==> config.mk <==
export PLATFORM = sky130hd
export DESIGN_NAME = sorted_set_with_odd_partition
export DESIGN_NICKNAME = d
export VERILOG_FILES = /design/src/design/ssop_pkg.sv /design/src/design/sorted_set_with_odd_partition.sv /design/src/design/ssop_cell.sv /design/src/design/ssop_chain.sv
export VERILOG_INCLUDE_DIRS = /design/src /design/src/design
export SDC_FILE = /design/constraint.sdc
export NUM_CORES = 2
export LEC_CHECK = 0
export BUFFER_PORTS_ARGS = -buffer_cell sky130_fd_sc_hd__buf_2
export CAP_MARGIN = 20
export CORE_MARGIN = 3
export CORE_UTILIZATION = 45
export CTS_CLUSTER_SIZE = 25
export DETAILED_ROUTE_END_ITERATION = 10
export GPL_ROUTABILITY_DRIVEN = 0
export SYNTH_ARGS = -nofsm -noshare
export SYNTH_HDL_FRONTEND = slang
export SYNTH_SLANG_ARGS = --single-unit
==> constraint.sdc <==
create_clock -name i_clk -period 9.4 [get_ports i_clk]
set_input_delay 1.41 -clock i_clk [delete_from_list [all_inputs] [get_ports i_clk]]
set_output_delay 1.41 -clock i_clk [all_outputs]
set_load 0.01 [all_outputs]
==> src/design/sorted_set_with_odd_partition_assert.svh <==
// assertion macros for the sorted set block
// used by the top level; no other dependencies
`ifndef SORTED_SET_WITH_ODD_PARTITION_ASSERT_SVH
`define SORTED_SET_WITH_ODD_PARTITION_ASSERT_SVH

`ifndef SYNTH

// same-cycle implication, checked out of reset
`define SSOP_ASSERT_IMPLY(label, clk, rst_n, ante, cons) \
    label: assert property (@(posedge clk) disable iff (!rst_n) (ante) |-> (cons)) \
        else $error("ssop assertion failed");

// next-cycle implication, checked out of reset
`define SSOP_ASSERT_NEXT(label, clk, rst_n, ante, cons) \
    label: assert property (@(posedge clk) disable iff (!rst_n) (ante) |=> (cons)) \
        else $error("ssop assertion failed");

`else

`define SSOP_ASSERT_IMPLY(label, clk, rst_n, ante, cons)
`define SSOP_ASSERT_NEXT(label, clk, rst_n, ante, cons)

`endif

`endif

==> src/design/ssop_pkg.sv <==
// shared types, sizes and codes for the sorted set block
// no dependencies
`default_nettype none

package ssop_pkg;

    // store geometry
    localparam int DEPTH       = 32;
    localparam int CNT_W       = $clog2(DEPTH + 1);
    localparam int IDX_W       = $clog2(DEPTH);
    localparam int MAX_RESULTS = 32;

    // field widths
    localparam int ELEM_W     = 32;
    localparam int POS_W      = 5;
    localparam int STAT_W     = 3;
    localparam int OUT_DATA_W = 40;

    typedef logic signed [ELEM_W-1:0] t_elem;
    typedef logic [CNT_W-1:0]         t_cnt;
    typedef logic [IDX_W-1:0]         t_idx;
    typedef logic [POS_W-1:0]         t_pos;
    typedef logic [STAT_W-1:0]        t_stat;
    typedef logic [1:0]               t_op;

    // input kinds
    localparam logic KIND_INSERT  = 1'b0;
    localparam logic KIND_READOUT = 1'b1;

    // result status codes
    localparam t_stat ST_INSERTED  = 3'd0;
    localparam t_stat ST_DUPLICATE = 3'd1;
    localparam t_stat ST_FULL      = 3'd2;
    localparam t_stat ST_ELEMENT   = 3'd3;
    localparam t_stat ST_EMPTY     = 3'd4;

    // cell operations
    localparam t_op OP_HOLD = 2'd0;
    localparam t_op OP_CMP  = 2'd1;
    localparam t_op OP_INS  = 2'd2;
    localparam t_op OP_ROT  = 2'd3;

    localparam t_cnt COUNT_FULL = t_cnt'(DEPTH);

    // broadcast to every cell
    typedef struct packed {
        t_op   op;
        t_elem value;
    } t_cmd;

    // summary of the row back to the controller
    typedef struct packed {
        logic  dup;
        t_idx  pos;
        t_elem head;
    } t_chain_stat;

endpackage

`default_nettype wire

==> src/design/sorted_set_with_odd_partition.sv <==
// top level of the sorted set with even-first readout: control and output word
// depends on ssop_pkg, ssop_chain and the assertion macro header
//
// channel  | dir | tdata                          | tuser      | tlast
// s input  | in  | value[31:0]                    | kind       | -
// m result | out | position[4:0], element[36:5]   | status     | last
//
// an insert broadcasts a compare, then shifts the row open unless duplicate or full
// a readout makes two full rotations of the row, one element examined per cycle
// while the result is free; an empty readout returns a single empty result
// the block takes a new word only when idle; a held result stalls the sequence
// reset clears the fill count and control; cell contents are left as they are
`default_nettype none

`include "sorted_set_with_odd_partition_assert.svh"

module sorted_set_with_odd_partition (
    input  wire logic                              i_clk,
    input  wire logic                              i_rst_n,
    input  wire logic                              i_s_tvalid,
    output logic                                   o_s_tready,
    input  wire logic [ssop_pkg::ELEM_W-1:0]       i_s_tdata,   // value[31:0]
    input  wire logic                              i_s_tuser,   // kind[0]
    output logic                                   o_m_tvalid,
    input  wire logic                              i_m_tready,
    output logic [ssop_pkg::OUT_DATA_W-1:0]        o_m_tdata,   // position[4:0], element[36:5]
    output logic [ssop_pkg::STAT_W-1:0]            o_m_tuser,   // status[2:0]
    output logic                                   o_m_tlast
);

    localparam logic [1:0] S_IDLE = 2'd0;
    localparam logic [1:0] S_INS  = 2'd1;
    localparam logic [1:0] S_RD   = 2'd2;

    logic [1:0]            r_state, n_state;
    ssop_pkg::t_cnt        r_count, n_count;
    ssop_pkg::t_elem       r_ins_value, n_ins_value;
    logic                  r_pass, n_pass;
    ssop_pkg::t_idx        r_step, n_step;
    ssop_pkg::t_cnt        r_n, n_n;

    logic                  r_out_valid, n_out_valid;
    ssop_pkg::t_stat       r_out_status, n_out_status;
    ssop_pkg::t_pos        r_out_pos, n_out_pos;
    ssop_pkg::t_elem       r_out_elem, n_out_elem;
    logic                  r_out_last, n_out_last;

    ssop_pkg::t_cmd        w_cmd;
    ssop_pkg::t_chain_stat w_stat;
    logic                  w_accept;
    logic                  w_out_free;
    logic                  w_step_end;
    ssop_pkg::t_cnt        w_emit_total;
    logic                  w_ins_accept;
    logic                  w_rd_final;
    logic                  w_single_out;

    ssop_chain u_chain (
        .i_clk   (i_clk),
        .i_cmd   (w_cmd),
        .i_count (r_count),
        .o_stat  (w_stat)
    );

    // handshakes
    assign o_s_tready = (r_state == S_IDLE);
    assign w_accept   = i_s_tvalid && o_s_tready;
    assign w_out_free = !r_out_valid || i_m_tready;

    // readout bookkeeping
    assign w_step_end   = ({1'b0, r_step} == (r_count - 1'b1));
    assign w_emit_total = (int'(r_count) > ssop_pkg::MAX_RESULTS) ?
                          ssop_pkg::t_cnt'(ssop_pkg::MAX_RESULTS) : r_count;

    // sequencer
    always_comb begin
        n_state      = r_state;
        n_count      = r_count;
        n_ins_value  = r_ins_value;
        n_pass       = r_pass;
        n_step       = r_step;
        n_n          = r_n;
        n_out_valid  = r_out_valid && !i_m_tready;
        n_out_status = r_out_status;
        n_out_pos    = r_out_pos;
        n_out_elem   = r_out_elem;
        n_out_last   = r_out_last;
        w_cmd.op     = ssop_pkg::OP_HOLD;
        w_cmd.value  = r_ins_value;
        case (r_state)
            S_IDLE: begin
                w_cmd.value = i_s_tdata;
                if (w_accept) begin
                    if (i_s_tuser == ssop_pkg::KIND_INSERT) begin
                        w_cmd.op    = ssop_pkg::OP_CMP;
                        n_ins_value = i_s_tdata;
                        n_state     = S_INS;
                    end else begin
                        n_pass  = 1'b0;
                        n_step  = '0;
                        n_n     = '0;
                        n_state = S_RD;
                    end
                end
            end
            S_INS: begin
                if (w_out_free) begin
                    n_out_valid = 1'b1;
                    n_out_pos   = '0;
                    n_out_elem  = '0;
                    n_out_last  = 1'b1;
                    if (w_stat.dup) begin
                        n_out_status = ssop_pkg::ST_DUPLICATE;
                    end else if (r_count == ssop_pkg::COUNT_FULL) begin
                        n_out_status = ssop_pkg::ST_FULL;
                    end else begin
                        w_cmd.op     = ssop_pkg::OP_INS;
                        n_count      = r_count + 1'b1;
                        n_out_status = ssop_pkg::ST_INSERTED;
                        n_out_pos    = ssop_pkg::t_pos'(w_stat.pos);
                    end
                    n_state = S_IDLE;
                end
            end
            S_RD: begin
                if (w_out_free) begin
                    if (r_count == '0) begin
                        n_out_valid  = 1'b1;
                        n_out_status = ssop_pkg::ST_EMPTY;
                        n_out_pos    = '0;
                        n_out_elem   = '0;
                        n_out_last   = 1'b1;
                        n_state      = S_IDLE;
                    end else begin
                        w_cmd.op = ssop_pkg::OP_ROT;
                        // even pass first, odd pass second
                        if ((w_stat.head[0] == r_pass) && (r_n < w_emit_total)) begin
                            n_out_valid  = 1'b1;
                            n_out_status = ssop_pkg::ST_ELEMENT;
                            n_out_pos    = ssop_pkg::t_pos'(r_n);
                            n_out_elem   = w_stat.head;
                            n_out_last   = (r_n == w_emit_total - 1'b1);
                            n_n          = r_n + 1'b1;
                        end
                        if (w_step_end) begin
                            n_step = '0;
                            if (r_pass) begin
                                n_count = '0;
                                n_state = S_IDLE;
                            end else begin
                                n_pass = 1'b1;
                            end
                        end else begin
                            n_step = r_step + 1'b1;
                        end
                    end
                end
            end
            default: begin
                n_state = S_IDLE;
            end
        endcase
    end

    // control registers
    always_ff @(posedge i_clk) begin
        if (!i_rst_n) begin
            r_state     <= S_IDLE;
            r_count     <= '0;
            r_pass      <= 1'b0;
            r_step      <= '0;
            r_n         <= '0;
            r_out_valid <= 1'b0;
        end else begin
            r_state     <= n_state;
            r_count     <= n_count;
            r_pass      <= n_pass;
            r_step      <= n_step;
            r_n         <= n_n;
            r_out_valid <= n_out_valid;
        end
    end

    // payload registers
    always_ff @(posedge i_clk) begin
        r_ins_value  <= n_ins_value;
        r_out_status <= n_out_status;
        r_out_pos    <= n_out_pos;
        r_out_elem   <= n_out_elem;
        r_out_last   <= n_out_last;
    end

    // result word
    assign o_m_tvalid = r_out_valid;
    assign o_m_tdata  = {3'b000, r_out_elem, r_out_pos};
    assign o_m_tuser  = r_out_status;
    assign o_m_tlast  = r_out_last;

    // terms for the checks
    assign w_ins_accept = w_accept && (i_s_tuser == ssop_pkg::KIND_INSERT);
    assign w_rd_final   = (r_state == S_RD) && w_out_free && r_pass && w_step_end &&
                          (r_count != '0);
    assign w_single_out = o_m_tvalid && (o_m_tuser != ssop_pkg::ST_ELEMENT);

    // checks
    `SSOP_ASSERT_IMPLY(a_count_bound, i_clk, i_rst_n, 1'b1, r_count <= ssop_pkg::COUNT_FULL)
    `SSOP_ASSERT_NEXT(a_insert_to_shift, i_clk, i_rst_n, w_ins_accept, r_state == S_INS)
    `SSOP_ASSERT_NEXT(a_readout_clears, i_clk, i_rst_n, w_rd_final, r_count == '0)
    `SSOP_ASSERT_IMPLY(a_single_result_last, i_clk, i_rst_n, w_single_out, o_m_tlast)

endmodule

`default_nettype wire

==> src/design/ssop_cell.sv <==
// one cell of the sorted row: holds one entry and its compare flags
// depends on ssop_pkg
`default_nettype none

module ssop_cell (
    input  wire logic             i_clk,
    input  wire ssop_pkg::t_cmd   i_cmd,
    input  wire logic             i_valid,
    input  wire logic             i_prev_lt,
    input  wire ssop_pkg::t_elem  i_prev_value,
    input  wire ssop_pkg::t_elem  i_next_value,
    output ssop_pkg::t_elem       o_value,
    output logic                  o_lt,
    output logic                  o_eq
);

    ssop_pkg::t_elem r_value, n_value;
    logic            r_lt, n_lt;
    logic            r_eq, n_eq;

    // entry update: latch compare flags on compare, open a slot on insert, shift down on rotate
    always_comb begin
        n_value = r_value;
        n_lt    = r_lt;
        n_eq    = r_eq;
        case (i_cmd.op)
            ssop_pkg::OP_CMP: begin
                n_lt = i_valid && (r_value < i_cmd.value);
                n_eq = i_valid && (r_value == i_cmd.value);
            end
            ssop_pkg::OP_INS: begin
                if (!r_lt) begin
                    n_value = i_prev_lt ? i_cmd.value : i_prev_value;
                end
            end
            ssop_pkg::OP_ROT: begin
                n_value = i_next_value;
            end
            default: begin
                n_value = r_value;
            end
        endcase
    end

    always_ff @(posedge i_clk) begin
        r_value <= n_value;
        r_lt    <= n_lt;
        r_eq    <= n_eq;
    end

    assign o_value = r_value;
    assign o_lt    = r_lt;
    assign o_eq    = r_eq;

endmodule

`default_nettype wire

==> src/design/ssop_chain.sv <==
// row of sorted cells with neighbor links, slot encoder and duplicate flag
// depends on ssop_pkg and ssop_cell
`default_nettype none

module ssop_chain (
    input  wire logic                  i_clk,
    input  wire ssop_pkg::t_cmd        i_cmd,
    input  wire ssop_pkg::t_cnt        i_count,
    output ssop_pkg::t_chain_stat      o_stat
);

    ssop_pkg::t_elem w_value [ssop_pkg::DEPTH];
    ssop_pkg::t_elem w_next  [ssop_pkg::DEPTH];
    logic [ssop_pkg::DEPTH-1:0] w_lt;
    logic [ssop_pkg::DEPTH-1:0] w_eq;
    logic [ssop_pkg::DEPTH-1:0] w_valid;
    logic [ssop_pkg::DEPTH-1:0] w_prev_lt;
    logic [ssop_pkg::DEPTH-1:0] w_slot;
    ssop_pkg::t_idx             w_pos;

    genvar g;
    generate
        for (g = 0; g < ssop_pkg::DEPTH; g++) begin : g_cell
            // a cell is live below the fill count
            assign w_valid[g] = ssop_pkg::t_cnt'(g) < i_count;

            // rotate link: the last live cell wraps to the head
            if (g == ssop_pkg::DEPTH - 1) begin : g_tail
                assign w_next[g] = w_value[0];
            end else begin : g_mid
                assign w_next[g] = (ssop_pkg::t_cnt'(g + 1) == i_count) ?
                                   w_value[0] : w_value[g+1];
            end

            // insert link from the lower neighbor
            if (g == 0) begin : g_head
                assign w_prev_lt[g] = 1'b1;
                ssop_cell u_cell (
                    .i_clk        (i_clk),
                    .i_cmd        (i_cmd),
                    .i_valid      (w_valid[g]),
                    .i_prev_lt    (w_prev_lt[g]),
                    .i_prev_value (i_cmd.value),
                    .i_next_value (w_next[g]),
                    .o_value      (w_value[g]),
                    .o_lt         (w_lt[g]),
                    .o_eq         (w_eq[g])
                );
            end else begin : g_body
                assign w_prev_lt[g] = w_lt[g-1];
                ssop_cell u_cell (
                    .i_clk        (i_clk),
                    .i_cmd        (i_cmd),
                    .i_valid      (w_valid[g]),
                    .i_prev_lt    (w_prev_lt[g]),
                    .i_prev_value (w_value[g-1]),
                    .i_next_value (w_next[g]),
                    .o_value      (w_value[g]),
                    .o_lt         (w_lt[g]),
                    .o_eq         (w_eq[g])
                );
            end

            // the insert slot is where the less-than run ends
            assign w_slot[g] = !w_lt[g] && w_prev_lt[g];
        end
    endgenerate

    // one-hot slot to index
    always_comb begin
        w_pos = '0;
        for (int i = 0; i < ssop_pkg::DEPTH; i++) begin
            if (w_slot[i]) begin
                w_pos = w_pos | ssop_pkg::t_idx'(i);
            end
        end
    end

    assign o_stat.pos  = w_pos;
    assign o_stat.dup  = |w_eq;
    assign o_stat.head = w_value[0];

endmodule

`default_nettype wire
==> out/results.tsv <==
metric	value	unit
fin_hold_ws	506.2	ps
rows	163	
dieArea	205100	um^2
first_pass_iters	6	
drc	0	
clk_pin_slew	60	ps
cap_violations	0	
arrival	5960	ps
status	finished, final reports clean	
critical_path_class	register to register	
cts_hold_buffers	0	
synth_area_leaders	edfxtp_1 (39%), ha_1 (14%), mux2i_1 (11%)	
ys_ff_latch	1182	
yosys.area.top_type_share	38.79	%
clkSinkCount	1182	
grt_pass1_wl	480700	um
post_cts.repair.setup_buffers	0	
synthesis.area	89870	um^2
fin_crit_sh	57.98	%
worstMarginPinSlew	1219	ps
async_reset_ff_share	0	%
skew	24.56	ps
cts_resized	0	
seq_area_frac_synth	39.26	%
worst-path-max-fanout	217	
vdd_ir_drop_max	200.8	uV
combPwrFrac	27.5	%
mostFrequentLayoutCells	nand2_1 (1,223), edfxtp_1 (1,161), ha_1 (1,040)	
synth_edf_count	1161	
r2r_cells	9	
wl	324300	um
period_needed	5450	ps
power_density	172.6	nW/um^2
clockPowerShare	34.1	%
grt_pass1_vias	74027	
clk_latency	810	ps
setup_tns	0	ps
fin_cells	11541	
place_hpwl	214500	um
switching_share	33.23	%
p_int	11.25	mW
wl_per_cell	28.10	um
ctsLongestPathBuffers	3	
area_growth	8.668	%
ys_types	80	
worstSetupStartpointType	register	
cts_buffers	144	
slew_headroom	18.71	%
drive_above_1_share	7.588	%
fp.dieH	452.9	um
hold_viol	0	
max_freq	183.5	MHz
grt_max_degree	252	
final_common_cell	nand2_1	
ys_warn_count	0	
post-route-util	49.32	%
crit_slowest_cell	a31oi_4	
power_leakage	38.85	nW
core_area	198000	um^2
routed_via_density	6.640	
cts_tree	yes	
die_w	452.9	um
pin_count	83	
overflow	0	
grt_use_total	30.53	%
dp.cells	11273	
hp-class	register to register	
start_util	45.38	%
portBuffers	79	
cp.required	9910	ps
via_count	76632	
p_seq_share	38.4	%
end_kind	register	
synth_cells	9124	
drv_slew	0	
cp_cell_sequence	inv_1 -> ha_1 -> or4b_1 -> nor2_4 -> nor4_1 -> a31oi_4 -> buf_12 -> buf_4 -> o21ai_0	
antenna_found_initial	10	
setup_violations	0	
drtIter0Drc	8830	
synthFlopType	edfxtp_1	
hold_depth	2	
cts-root-buf	clkbuf_16	
htree_levels	4	
switchingPower	5.600	mW
nNetsFinal	9863	
synth_largest_area_cell	edfxtp_1	
critPathMaxStageDelay	870	ps
drtAntennaViolNets	0	
avgSynthCellArea	9.850	um^2
rsz0062_at_grt	false	
p_total	16.85	mW
critical path, delay by kind of cell, from the launching register on:
family | cells | cell delay (ps)
adders and majority gates | 1 | 550
DFF | 1 | 440
AOI/OAI and AO/OA | 2 | 1100
buffers and inverters | 3 | 1560
and+or+nand+nor | 3 | 1090
stage by stage:
stage,cell area (um^2),setup slack [ps]
after floorplan,89880,1350
after global placement,92790,3879
after detailed placement,92850,4076
after CTS,97540,4073
after global routing,97660,3723
final,97660,3950
synthesized netlist by cell type, types with 9 or more instances:
library cell  instances
o211ai_1            959
o21a_1               26
o22ai_1              12
mux2i_1             949
a2111oi_0            21
a211oi_1             43
buf_6                49
buf_1                35
nor3_1               64
nand4_1             170
nor2b_1              73
a221oi_1             13
edfxtp_1           1161
a21oi_1             330
o21ai_1             467
o21ai_2              10
inv_1                80
nor4b_1              11
and2_1               38
o21bai_1             10
nand2b_1             19
o211ai_2             10
dfxtp_1              21
o221a_2              33
mux2_2               13
o21ai_0             770
nand3_1              97
nor4_1               51
and3_1               27
a21o_1              140
buf_2                61
or3_1                16
or4_1                14
o31ai_1              18
clkbuf_1            615
a31oi_1              14
nand2_1            1232
and4_1               22
o2111ai_1            16
nor2_1              244
ha_1               1041
nor3b_1               9
cell type report:
type	instances	area [um^2]
Multi-Input combinational cell	7089	51670
Clock inverter	70	683.2
Sequential cell	1182	35280
Timing Repair Buffer	285	2397
Inverter	83	311.5
Clock buffer	187	4006
Antenna cell	5	12.51
Fill cell	17861	100400
Tap cell	2640	3303
final timing paths:
check	startpoint	to	slack [ps]
worst min-delay path	r_state[1]	r_state[1]	510
worst max register to register	r_count[1]	u_chain.g_cell[20].g_body.u_cell.o_value[30]	3950
worst max-delay path	r_count[1]	u_chain.g_cell[20].g_body.u_cell.o_value[30]	3950
worst min register to register	r_state[1]	r_state[1]	510
power by group through the flow:
stage	Combinational, mW	Sequential [mW]	Clock [mW]
3_3_place_gp	4.34	6.57	0
6_report	4.64	6.47	5.75
3_5_place_dp	4.52	6.57	0
4_1_cts	4.55	6.46	5.82
2_1_floorplan	3.08	6.49	0
5_1_grt	5.14	6.48	6.00
state kept, by name, indices dropped and copies added (netlist names), 5 cells and up:
register and count:
r_n 6, u_chain.g_cell.g_body.u_cell.o_eq 31, u_chain.g_cell.g_body.u_cell.o_value 992, r_count 6, r_out_pos 5, u_chain.g_cell.g_head.u_cell.o_value 32, r_out_elem 32, r_ins_value 32
u_chain.g_cell.g_body.u_cell.o_lt 31, r_step 5
routing by layer:
metal  track usage (%)  share of wire (%)  routed length (um)
met5                 0             0.0071                  23
met4             14.03                4.9               15980
met1             39.86                 41              132400
met2             49.24                 46              149400
met3             5.433                8.2               26440
cells by family after synthesis:
logic type	share of synthesized area, %
AND/OR/NAND/NOR	10.55
flip-flops	39.26
other	0.004172
multiplexers	10.73
buffers and inverters	4.146
AO/OA/AOI/OAI	20.70
adder cells (fa/ha/maj)	14.49
XOR/XNOR	0.1169
Note: power is estimated with default switching activity, not from simulation.
